`config.mk`:
```
export PLATFORM = sky130hd
export DESIGN_NAME = mips_ctrl
export DESIGN_NICKNAME = d
export VERILOG_FILES = /design/src/rtl/assert_macros.svh /design/src/rtl/mips_pkg.sv /design/src/rtl/mips_ctrl.sv
export SDC_FILE = /design/constraint.sdc
export NUM_CORES = 1
export LEC_CHECK = 0
export ABC_CLOCK_PERIOD_IN_PS = 3050
export BUFFER_PORTS_ARGS = -buffer_cell sky130_fd_sc_hd__buf_2
export CAP_MARGIN = 0
export CORE_AREA = 4 4 41 43
export DETAILED_ROUTE_END_ITERATION = 10
export DIE_AREA = 0 0 45 47
export GPL_TIMING_DRIVEN = 0
export HOLD_SLACK_MARGIN = 0.05
export MAX_ROUTING_LAYER = met4
export PLACE_DENSITY_LB_ADDON = 0.25
export SYNTH_ARGS = -nofsm -noshare
export SYNTH_HDL_FRONTEND = slang
export SYNTH_SLANG_ARGS = --single-unit
export TNS_END_PERCENT = 5
```
`constraint.sdc`:
```
create_clock -name clk -period 3.05 [get_ports clk]
set_input_delay 0.1525 -clock clk [delete_from_list [all_inputs] [get_ports clk]]
set_output_delay 0.1525 -clock clk [all_outputs]
set_load 0.02 [all_outputs]
```
`src/rtl/assert_macros.svh`:
```
// shared assertion macros, clocked on clk with synchronous active-low reset
`ifndef ASSERT_MACROS_SVH
`define ASSERT_MACROS_SVH

// same-cycle implication
`define CHK_SAME(label, ante, cons) \
  label: assert property (@(posedge clk) disable iff (!rst_n) (ante) |-> (cons)) \
    else $error("assertion failed");

// next-cycle implication
`define CHK_NEXT(label, ante, cons) \
  label: assert property (@(posedge clk) disable iff (!rst_n) (ante) |=> (cons)) \
    else $error("assertion failed");

`endif

```
`src/rtl/mips_pkg.sv`:
```
`timescale 1ns / 1ps
package mips_pkg;

  localparam int MAX_POINTS  = 64;
  localparam int DIM         = 8;
  localparam int COORD_BITS  = 16;
  localparam int NUM_LANES   = 8;
  localparam int WEIGHT_BITS = 16;
  localparam int LANE_BITS   = 16;
  localparam int IN_BITS     = NUM_LANES * LANE_BITS;
  localparam int MULT_BITS   = COORD_BITS + WEIGHT_BITS;
  localparam int PAIR_BITS   = MULT_BITS + 1;
  localparam int PROD_BITS   = 35;
  localparam int IDX_BITS    = $clog2(MAX_POINTS);
  localparam int CNT_BITS    = IDX_BITS + 1;
  localparam int OUT_IDX_BITS = 6;
  localparam int OUT_BITS    = 48;
  localparam int APB_AW      = 5;
  localparam int APB_DW      = 32;

  typedef enum logic [2:0] {
    ST_IDLE,
    ST_MUL,
    ST_ADD,
    ST_SUM,
    ST_UPD,
    ST_RD,
    ST_OUT
  } state_t;

  typedef struct packed {
    logic capture;
    logic mul;
    logic add;
    logic sum;
    logic upd;
    logic rd;
    logic adv;
    logic clr;
  } cmd_t;

  typedef struct packed {
    logic full;
    logic last;
    logic final_idx;
  } stat_t;

endpackage

```
`src/rtl/mips_ctrl.sv`:
```
`timescale 1ns / 1ps
module mips_ctrl (
  input  logic            clk,
  input  logic            rst_n,
  input  logic            in_tvalid,
  input  logic            in_tlast,
  output logic            in_tready,
  output logic            out_tvalid,
  input  logic            out_tready,
  input  mips_pkg::stat_t stat,
  output mips_pkg::cmd_t  cmd
);
  import mips_pkg::*;

  state_t state_r;
  state_t state_nxt;

  always_ff @(posedge clk) begin
    if (!rst_n) begin
      state_r <= ST_IDLE;
    end else begin
      state_r <= state_nxt;
    end
  end

  always_comb begin
    state_nxt = state_r;
    case (state_r)
      ST_IDLE: begin
        if (in_tvalid) begin
          if (!stat.full) begin
            state_nxt = ST_MUL;
          end else if (in_tlast) begin
            state_nxt = ST_RD;
          end
        end
      end
      ST_MUL: state_nxt = ST_ADD;
      ST_ADD: state_nxt = ST_SUM;
      ST_SUM: state_nxt = ST_UPD;
      ST_UPD: state_nxt = stat.last ? ST_RD : ST_IDLE;
      ST_RD:  state_nxt = ST_OUT;
      ST_OUT: begin
        if (out_tready) begin
          state_nxt = stat.final_idx ? ST_IDLE : ST_RD;
        end
      end
      default: state_nxt = ST_IDLE;
    endcase
  end

  always_comb begin
    cmd        = '0;
    in_tready  = 1'b0;
    out_tvalid = 1'b0;
    case (state_r)
      ST_IDLE: begin
        in_tready   = 1'b1;
        cmd.capture = in_tvalid;
      end
      ST_MUL: cmd.mul = 1'b1;
      ST_ADD: cmd.add = 1'b1;
      ST_SUM: cmd.sum = 1'b1;
      ST_UPD: cmd.upd = 1'b1;
      ST_RD:  cmd.rd  = 1'b1;
      ST_OUT: begin
        out_tvalid = 1'b1;
        cmd.clr    = out_tready & stat.final_idx;
        cmd.adv    = out_tready & ~stat.final_idx;
      end
      default: cmd = '0;
    endcase
  end

endmodule

```
* After elaboration in Yosys (flattened, before gate mapping)
Cells that the tools add are included.
** Operators by class
- Equality and inequality tests :: 9
- Muxes and demuxes :: 16
- Bitwise logic cells :: 3
- Reduce and logical (&&, ||, !) cells :: 2
** Operator list (count)
- one-hot mux 3 bit (7 select lines) :: 1
- 2-to-1 mux 3 bit :: 6
- == test 3 bit (second input constant) :: 3
- 2-to-1 mux 1 bit :: 8
- == test 3 x 2 -> 1 bit (second input constant) :: 2
- inequality test 2 bit (second input constant) :: 2
- == test 3 x 1 -> 1 bit (second input constant) :: 1
- logical NOT 3 bit :: 1
- inequality test 3 bit (second input constant) :: 1
- AND reduction 3 bit :: 1
- bitwise AND 1 bit :: 2
- 2-to-1 mux 2 bit :: 1
- NOT 1 bit :: 1
** Word-level totals
- Flip-flop bits (word level) :: 3
- Input bits :: 8
- Output and inout bits :: 10
- Logic and storage cells :: 31

* Depth between registers and ports, before layout
Gate-level depths: netlist of the first run.
- Depth after elaboration :: 4
- Mapped depth :: 4
- Mapped depth without buffers :: 3

* Worst setup path after synthesis of the first run
No wires, ideal clock.
- Kind :: register -> output
- From :: register state_r[1]
- To :: output cmd[7] (netlist bit)
- Arrival time :: 1.421 ns
- Required time :: 2.897 ns
- Setup slack :: 1.477 ns
- Stages on the path, launching flop included :: 4
- Path buffers :: 1
- Path through :: dfxtp_1 -> buf_4 -> nor3_1 -> and2_1
** RTL lines
- start: declaration :: RTL line mips_ctrl.sv:15 : state_t state_r;
- start signal: assignment :: RTL line mips_ctrl.sv:22 : state_r <= state_nxt;
- end: declaration :: RTL line mips_ctrl.sv:11 : output mips_pkg::cmd_t cmd

==> results of run 1 <==
-- per-stage QoR --
step                  util  total power [W]  cells  setup WS [ns]  area, um^2
floorplan                -        0.0001705     35          1.477       281.5
global placement    0.2962        0.0002116     67          1.761       385.4
detailed placement  0.2962        0.0002103     67          1.752       385.4
CTS                 0.3163        0.0002874     71          1.492       411.6
global route        0.3163        0.0003091     71          1.365       411.6
finish              0.3163        0.0002816     71          1.513       411.6
-- cell families after synthesis --
| family | synth area share |
|---|---|
| xor gates and xnor gates | 0.03112 |
| buffers and inverters | 0.1200 |
| DFF | 0.2133 |
| and+or+nand+nor | 0.4089 |
| AOI/OAI and AO/OA | 0.2266 |
-- path summary, 6_finish.rpt --
path,from,to,slack (ns),cells past startpoint
worst max-delay path,state_r[1]$_SDFFE_PN0P_,cmd[7],1.51,4
worst min-delay path,rst_n,state_r[2]$_SDFFE_PN0P_,0.20,3
worst max register to register,state_r[1]$_SDFFE_PN0P_,state_r[0]$_SDFFE_PN0P_,1.81,4
worst min register to register,state_r[0]$_SDFFE_PN0P_,state_r[1]$_SDFFE_PN0P_,0.66,2
-- layer usage --
layer / global-route usage / part of all wire / up-vias
met5: - / 0 / -
li1: - / - / 168
met4: 0.05263 / 0 / 0
met3: 0.04981 / 0.11 / 0
met1: 0.1136 / 0.48 / 131
met2: 0.1045 / 0.41 / 17
-- worst min-delay path: cells and delay by family --
| kind | cells | cell delay, ns |
|---|---|---|
| compound gates | 1 | 0.04 |
| buf+inv | 2 | 0.18 |
-- cells in the final DEF (no fill, tap or decap) --
cell / count
a211oi_1: 1
a21oi_1: 1
a221oi_2: 1
a22oi_1: 1
a311oi_2: 1
and2_1: 1
and2b_1: 1
and3_1: 3
and3b_1: 1
and4bb_1: 1
buf_2: 17
buf_4: 1
buf_6: 1
clkbuf_1: 1
clkbuf_4: 3
dfxtp_1: 3
inv_1: 4
nand2_1: 2
nand2b_1: 1
nand3_1: 1
nor2_1: 3
nor2b_1: 1
nor3_1: 2
nor4b_2: 1
o21ai_0: 1
o311ai_0: 1
xor2_1: 1
-- where the power goes --
group	switching, W	internal, W
clock network	0.0000221	0.0000491
logic	0.0000890	0.0000604
registers	0.0000117	0.0000493
-- final cells by class --
cell class	instances	area (um^2)	share of cell area
inverter	4	15.01	0.03647
multi-input combinational	26	187.7	0.4559
tap	15	18.77	0.04559
buffer	2	18.77	0.04559
timing repair buffer	17	85.08	0.2067
clock buffer	4	26.28	0.06383
sequential	3	60.06	0.1459
==> impl_metrics.yaml, run 1 <==
drt:
  routed_wl_um: 752
  via_per_inst: 4.451
  route.vias.total: 316
  detailedRoute.firstPassIterationCount: 1
  first_iter_violations: 0
  route.antenna.remaining_nets: 0
  drcViolationCount: 0
  drt-wirelength-per-cell_um: 10.59
timing:
  worst_slew_margin_rel: 0.7231
  timing.clock.skew_ns: 0.001215
  whs_ns: 0.1970
  worstMarginPinSlew_ns: 0.4122
  slew_violations: 0
  timing.final.setup_violations: 0
  hold_violations: 0
  post-route-min-period_ns: 1.537
  fmaxAchievable_mhz: 650.4
  min_period_over_period: 0.5041
  rsz_0062_raised_after_global_routing: "no"
  setup-tns-final_ns: 0
yosys:
  synth-seq-cells: 3
  synth.yosys.warnings: 0
  mappedNetlistArea_um2: 281.5
  synth_area_leaders: "dfxtp_1 21%, and3_1 6.7%, a221oi_2 5.3%, a311oi_2 5.3%, inv_1 5.3%"
  yosys_most_used_dff: "dfxtp_1"
  postSynthCellCount: 35
  asyncSetResetFlopFracSynth: 0
  synth_top_area_share: 0.2133
  synth.net_count: 43
  seq_area_frac_synth: 0.2133
  synth.most_common_cell: "inv_1"
  synth_area_per_cell_um2: 8.043
  synth_cell_type_count: 24
  synth_top_cells_by_count: "4 x inv_1, 3 x and3_1, 3 x dfxtp_1, 3 x nor2_1"
  yosys.area.top_type: "dfxtp_1"
  post_synth_edffs: 0
critical_path:
  path_class: "reg2out"
  endpoint_kind: "output port"
  slowest_library_cell_on_the_worst_path: "nor3_1"
  crit_family: "simple AND/OR/NAND/NOR gates"
  critPathRequiredTime_ns: 2.90
  crit_path_max_incr_delay_ns: 0.34
  timing.critical_path.cells: "buf_4 -> nor3_1 -> and2_1 -> buf_2"
  critical_path.startpoint_type: "flip-flop"
  crit_path_max_fanout: 10
  critPathArrivalTime_ns: 1.38
  crit_buf_inv: 2
clocking:
  cts_made_buffers: 3
  max-clock-path-buffers: 2
  cts.sink_count: 3
  post-cts-setup-buffer-count: 0
  postCtsHoldBufs: 0
  clock_insertion_delay_worst_skew_ns: 0.23
  cts_tree: "done"
  path_clk_slew_ns: 0.04
  cts_root_buffer: "clkbuf_4"
  cts-htree-levels: 1
  post_cts_resize_count: 0
global_routing:
  grt_start_max_net_pins: 11
  gr-total-overflow: 0
  grt_pass1_wl_um: 1269
  initial_antenna_violation_count: 0
  grt_util_all_layers: 0.08891
  first_global_vias: 288
final_layout:
  largest_register: "state_r"
  area.growth.synth_to_final_pct: 46.22
  final_layout_size_suffix_gt1_frac: 0.4464
  final_nets: 65
  largest_register_ff_count: 3
  insertedDiodeCount: 0
  reg.largest.list: "state_r x3"
  layout.filler_cells: 152
status:
  status: "complete, no violations"
floorplan:
  dieWidth_um: 45
  die-area_um2: 2115
  core_region_area_um2: 1301
  dieHeight_um: 47
  floorplan.io_pins: 18
  std_cell_rows: 13
  floorplan.initialDensity: 0.2163
job:
  max_cap_violations: 0
power_and_ir_drop:
  worst_ir_drop_vdd_mv: 0.1998
  p_per_area_nw_per_um2: 684.1
  power.leakage_nw: 0.2210
placement:
  placement.io_buffers: 17
  routabilityCongestion: 0.7338
min_path:
  timing.hold.worst.class: "in2reg"
(Power assumes the default switching activity.)
==> run 2, diff against run 1 <==
ABC_AREA = 1   (was not set)
ABC_CLOCK_PERIOD_IN_PS = 1500   (was 3050)
clock period = 1.5 ns   (was 3.05 ns; I/O delays follow)
==> run 2 against run 1 <==
Register-to-register slack got worse by 1.4 ns. Clock power increased by 97%. Synthesized cell count increased by 40%. Final cell count increased by 20%. Sequential power increased by 140%. Critical path depth decreased by 1. First-iteration DRC count increased by 2. Global-route usage decreased by 1.3 points. Area after synthesis decreased by 4.4%. Utilization decreased by 0.96 points. Setup slack got worse by 1.2 ns. Critical path type unchanged. Critical endpoint is now cmd[1]. Highest routed layer unchanged.
==> impl_metrics.yaml, run 2 <==
yosys:
  post_synth_and_or_nand_nor_area_fraction: 0.5116
  synth.most_common_cell: "inv_1"
  synth_top_family_by_area: "simple AND/OR/NAND/NOR gates"
  synth_top_area_share: 0.2233
  synthXorXnorAreaFrac: 0
  synth_area_leaders: "dfxtp_1 22%, inv_1 17%, nor2_1 13%, nand2_1 9.8%, nand3_1 7.4%"
  synth.net_count: 57
  postSynthCellCount: 49
  synth_area_per_cell_um2: 5.490
  synth_cell_type_count: 14
  yosys_most_used_dff: "dfxtp_1"
  seq_area_frac_synth: 0.2233
  synth_compound_area_frac: 0.06977
  synth_top_cells_by_count: "12 x inv_1, 9 x nor2_1, 7 x nand2_1"
  yosys.area.top_type: "dfxtp_1"
  mappedNetlistArea_um2: 269.0
  synth.yosys.warnings: 0
  asyncSetResetFlopFracSynth: 0
  post_synth_mux_area_share: 0
  synth_fa_ha_area_frac: 0
  synth-seq-cells: 3
  post_synth_edffs: 0
timing:
  fmaxAchievable_mhz: 809.8
  setup-tns-final_ns: 0
  post-route-min-period_ns: 1.235
  timing.final.setup_violations: 0
  worst_slew_margin_rel: 0.8279
  slew_violations: 0
  hold_violations: 0
  rsz_0062_raised_after_global_routing: "no"
  min_period_over_period: 0.8233
  timing.clock.skew_ns: 0.001349
  worstMarginPinSlew_ns: 0.2577
final_layout:
  largest_register_ff_count: 3
  largest_register: "state_r"
  area.growth.synth_to_final_pct: 48.37
  most_frequent_cells_in_the_layout: "17 x buf_2, 12 x inv_1, 9 x nor2_1, 7 x nand2_1, 4 x nand3_1"
  instances_no_fill: 85
  most_common_cell_after_layout_fill_and_taps_aside: "buf_2"
  layout.filler_cells: 155
  final_nets: 79
  final_core_util: 0.3067
  final_layout_size_suffix_gt1_frac: 0.4143
  reg.largest.list: "state_r x3"
  insertedDiodeCount: 0
placement:
  placement.io_buffers: 17
  dp.final_hpwl_um: 538.9
  routabilityCongestion: 0.7937
  number_of_placed_cells_counting_well_taps: 81
min_path:
  hold_depth: 3
  min_to: "state_r[0]$_SDFFE_PN0P_"
  timing.hold.worst.class: "in2reg"
  min-delay-start: "rst_n"
critical_path:
  critPathRequiredTime_ns: 1.42
  crit_path_max_fanout: 7
  critical_path.startpoint_type: "flip-flop"
  critical_path.reg2reg.endpoint: "state_r[2]$_SDFFE_PN0P_"
  endpoint_kind: "output port"
  path_class: "reg2out"
  r2r-start: "state_r[1]$_SDFFE_PN0P_"
  regToRegSetupSlack_ns: 0.38
  critPathArrivalTime_ns: 1.16
  ff2ff_path_depth: 7
floorplan:
  floorplan.initialDensity: 0.2067
  dieWidth_um: 45
  core_region_area_um2: 1301
  std_cell_rows: 13
  die-area_um2: 2115
  floorplan.io_pins: 18
  dieHeight_um: 47
clocking:
  post-cts-setup-buffer-count: 0
  path_clk_slew_ns: 0.04
  max-clock-path-buffers: 2
  post_cts_resize_count: 0
  cts.sink_count: 3
  cts-htree-levels: 1
  clock_insertion_delay_worst_skew_ns: 0.23
  cts_tree: "done"
  cts_root_buffer: "clkbuf_4"
  postCtsHoldBufs: 0
  cts_made_buffers: 3
drt:
  drt-wirelength-per-cell_um: 7.376
  route.antenna.remaining_nets: 0
  first_iter_violations: 2
  routed_wl_um: 627
  drcViolationCount: 0
  route.vias.total: 328
  detailedRoute.firstPassIterationCount: 4
  via_per_inst: 3.859
global_routing:
  gr-total-overflow: 0
  grt_pass1_wl_um: 1117
  grt_start_max_net_pins: 8
  first_global_vias: 287
  grt_util_all_layers: 0.07579
  initial_antenna_violation_count: 0
power_and_ir_drop:
  power.leakage_nw: 0.2711
  p_per_area_nw_per_um2: 1541
  worst_ir_drop_vdd_mv: 0.5870
  report.power.total_w: 0.0006149
status:
  status: "complete, no violations"
job:
  max_cap_violations: 0
==> run 2: cell types whose count changed after synthesis, moves of 2 or more <==
cell | before | now
and3_1 | 3 | 0
nor2_2 | 0 | 3
inv_1 | 4 | 12
inv_2 | 0 | 2
nand3_1 | 1 | 4
nand2_1 | 2 | 7
nor2_1 | 3 | 9
==> run 2: cell type report <==
cell class / count / area, um^2 / area share
multi-input cells: 32 / 156.4 / 0.3918
clock buffers: 4 / 26.28 / 0.06583
well taps: 15 / 18.77 / 0.04702
inverters: 14 / 52.55 / 0.1317
flip-flops and latches: 3 / 60.06 / 0.1505
repair buffers: 17 / 85.08 / 0.2132
==> run 2: kinds of logic after synthesis <==
| family | Yosys count |
|---|---|
| AO/OA/AOI/OAI | 3 |
| buffers and inverters | 14 |
| AND/OR/NAND/NOR | 29 |
| flip-flops | 3 |
==> run 2: how the worst max path moves through the flow <==
stage	startpoint	endpoint	depth (start not counted)
after floorplan	state_r[0]$_SDFFE_PN0P_	state_r[1]$_SDFFE_PN0P_	5
after detailed placement	state_r[1]$_SDFFE_PN0P_	state_r[2]$_SDFFE_PN0P_	7
final	state_r[2]$_SDFFE_PN0P_	cmd[1]	3
after CTS	state_r[2]$_SDFFE_PN0P_	cmd[1]	3
after global routing	state_r[2]$_SDFFE_PN0P_	cmd[1]	3
after global placement	state_r[1]$_SDFFE_PN0P_	state_r[2]$_SDFFE_PN0P_	7
==> run 2: power breakdown <==
| part | internal [W] | switching (W) | total [W] |
|---|---|---|---|
| registers | 0.000104 | 0.0000398 | 0.000144 |
| logic | 0.000116 | 0.000215 | 0.000331 |
| clock network | 0.0000996 | 0.0000401 | 0.000140 |
==> run 2: critical path, stage by stage (launching register included) <==
cell     delay, ns
dfxtp_1       0.45
nand3_2       0.16
nor3_1        0.14
buf_2         0.18
==> run 2: stage by stage <==
step / setup WS, ns / hold slack, ns / cell area (um^2)
after detailed placement: 0.3836 / 0.3433 / 372.9
final: 0.2651 / 0.1077 / 399.1
after floorplan: 0.3791 / 0.2324 / 269.0
after global routing: 0.1560 / 0.1130 / 399.1
after CTS: 0.2502 / 0.1008 / 399.1
after global placement: 0.3892 / 0.3321 / 372.9
==> run 2: metal layers <==
layer  vias to the layer above  routed length, um  part of all wire  track usage
li1                        190                  -                 -            -
met5                         -                  0                 0            -
met4                         0                  0                 0      0.05263
met3                         0                 72              0.11      0.02299
met1                       125                292              0.47      0.09751
met2                        13                262              0.42      0.09887
==> run 3, diff against run 2 <==
ABC_AREA = 0   (was 1)
ABC_CLOCK_PERIOD_IN_PS = 1300   (was 1500)
clock period = 1.3 ns   (was 1.5 ns; I/O delays follow)
==> run 3 against run 2 <==
Total power is 24% higher. Highest routed layer unchanged. Sequential power rose by 11%. Utilization increased by 7.1 points. Clock skew is 0.0010 ns lower. Final cell count is 9.4% lower. Sequential share of layout area fell by 1.6 points. Critical path depth rose by 1. Combinational power up 35%. Count of clock-buffer cells in the layout unchanged. Sequential cell count unchanged. Largest power group unchanged. Clock power up 13%.
==> impl_metrics.yaml, run 3 (synthesis gave the netlist of run 1 again) <==
status:
  status: "complete, no violations"
min_path:
  timing.hold.worst.class: "in2reg"
  min-delay-start: "rst_n"
drt:
  route.antenna.remaining_nets: 0
  via_per_inst: 4.610
  routed_wl_um: 831
  detailedRoute.firstPassIterationCount: 4
  drt-wirelength-per-cell_um: 10.79
  drcViolationCount: 0
  route.vias.total: 355
  first_iter_violations: 6
timing:
  min_period_over_period: 0.9650
  timing.clock.skew_ns: 0.0003052
  worstMarginPinSlew_ns: 0.3429
  post-route-min-period_ns: 1.255
  whs_ns: 0.1113
  hold_violations: 0
  slew_violations: 0
  worst_slew_margin_rel: 0.7690
  timing.final.setup_violations: 0
  rsz_0062_raised_after_global_routing: "yes"
  setup_ws_ns: 0.04544
  fmaxAchievable_mhz: 797.1
floorplan:
  std_cell_rows: 13
  floorplan.io_pins: 18
  core_region_area_um2: 1301
  floorplan.initialDensity: 0.2163
  die-area_um2: 2115
  dieWidth_um: 45
  dieHeight_um: 47
global_routing:
  grt_pass1_wl_um: 1138
  initial_antenna_violation_count: 0
  grt_util_all_layers: 0.07655
  grt_start_max_net_pins: 11
  first_global_vias: 289
  gr-total-overflow: 0
final_layout:
  layout.filler_cells: 156
  area.growth.synth_to_final_pct: 74.67
  reg.largest.list: "state_r x3"
  insertedDiodeCount: 0
  final_nets: 71
  largest_register: "state_r"
  most_frequent_cells_in_the_layout: "15 x buf_2, 8 x buf_4, 4 x inv_1"
  multi_input_comb_area_um2: 207.7
  most_common_cell_after_layout_fill_and_taps_aside: "buf_2"
  largest_register_ff_count: 3
  instances_no_fill: 77
  sequential_cell_area_um2: 66.31
  final_layout_size_suffix_gt1_frac: 0.5645
  finalInstanceArea_um2: 491.7
critical_path:
  r2r-start: "state_r[2]$_SDFFE_PN0P_"
  endpoint_kind: "output port"
  crit_path_max_fanout: 7
  crit_start: "state_r[2]$_SDFFE_PN0P_"
  path_class: "reg2out"
  regToRegSetupSlack_ns: 0.05
  critPathRequiredTime_ns: 1.24
  critical_path.startpoint_type: "flip-flop"
  critPathArrivalTime_ns: 1.19
clocking:
  postCtsHoldBufs: 0
  max-clock-path-buffers: 2
  cts.sink_count: 3
  cts-htree-levels: 1
  cts_tree: "done"
  clock_insertion_delay_worst_skew_ns: 0.23
  cts_root_buffer: "clkbuf_4"
  cts_made_buffers: 3
  path_clk_slew_ns: 0.04
power_and_ir_drop:
  power.leakage_nw: 0.2633
  share_clk_of_total_power: 0.206
  worst_ir_drop_vdd_mv: 0.6153
  switching_share: 0.4132
  p_sw_w: 0.0003161
  power.share.combinational: 0.584
  power.share.sequential: 0.209
  internal_power_w: 0.0004489
  report.power.total_w: 0.0007651
  p_per_area_nw_per_um2: 1556
placement:
  placement.io_buffers: 17
  dp.final_hpwl_um: 566.9
  number_of_placed_cells_counting_well_taps: 67
  routabilityCongestion: 0.7639
  dp_slack_ns: 0.1131
  placement.cell_area_um2: 390.4
job:
  max_cap_violations: 0
==> run 3: layout make-up <==
class	count	share of cell area
multi-input cells	26	0.4224
repair buffers	23	0.2748
flip-flops and latches	3	0.1349
clock buffers	4	0.05344
plain buffers	2	0.04580
well taps	15	0.03817
inverters	4	0.03053
==> run 3: worst paths after layout <==
check	to	cells after the start
setup / recovery	cmd[0]	4
hold / removal	state_r[2]$_SDFFE_PN0P_	3
setup reg to reg	state_r[2]$_SDFFE_PN0P_	5
hold reg to reg	state_r[1]$_SDFFE_PN0P_	2
==> run 3: power by group through the flow <==
stage               combinational [W]  clock, W  sequential, W
floorplan                    0.000270         0       0.000138
global placement             0.000359         0       0.000147
detailed placement           0.000357         0       0.000146
CTS                          0.000364  0.000163       0.000150
global route                 0.000479  0.000169       0.000164
finish                       0.000447  0.000158       0.000160
==> run 3: per-layer routing <==
layer | track usage | part of all wire | vias to the layer above
met5 | - | 0 | -
met4 | 0.03509 | 0 | 0
met3 | 0.02299 | 0.079 | 0
met2 | 0.1073 | 0.43 | 16
met1 | 0.09955 | 0.49 | 156
li1 | - | - | 183
==> run 3: metrics by stage <==
step	TNS, ns	utilization
finish	0	0.3779
global route	-0.01306	0.3779
CTS	-0.03715	0.3269
detailed placement	0	0.3000
global placement	0	0.3000
floorplan	0	-
==> run 3: critical path, stage by stage (launching register included) <==
cell and delay, ns:
dfxtp_2 0.31, buf_6 0.13, and3b_1 0.20, and3_1 0.18, buf_4 0.15
==> run 3: timing repair <==
item / 4_1_cts / 5_1_grt
endpoints found under the setup margin: 3 / 3
setup buffers: 0 / 5
cloned: 0 / 1
pin swaps: 0 / 4
gates resized for setup: 4 / 6
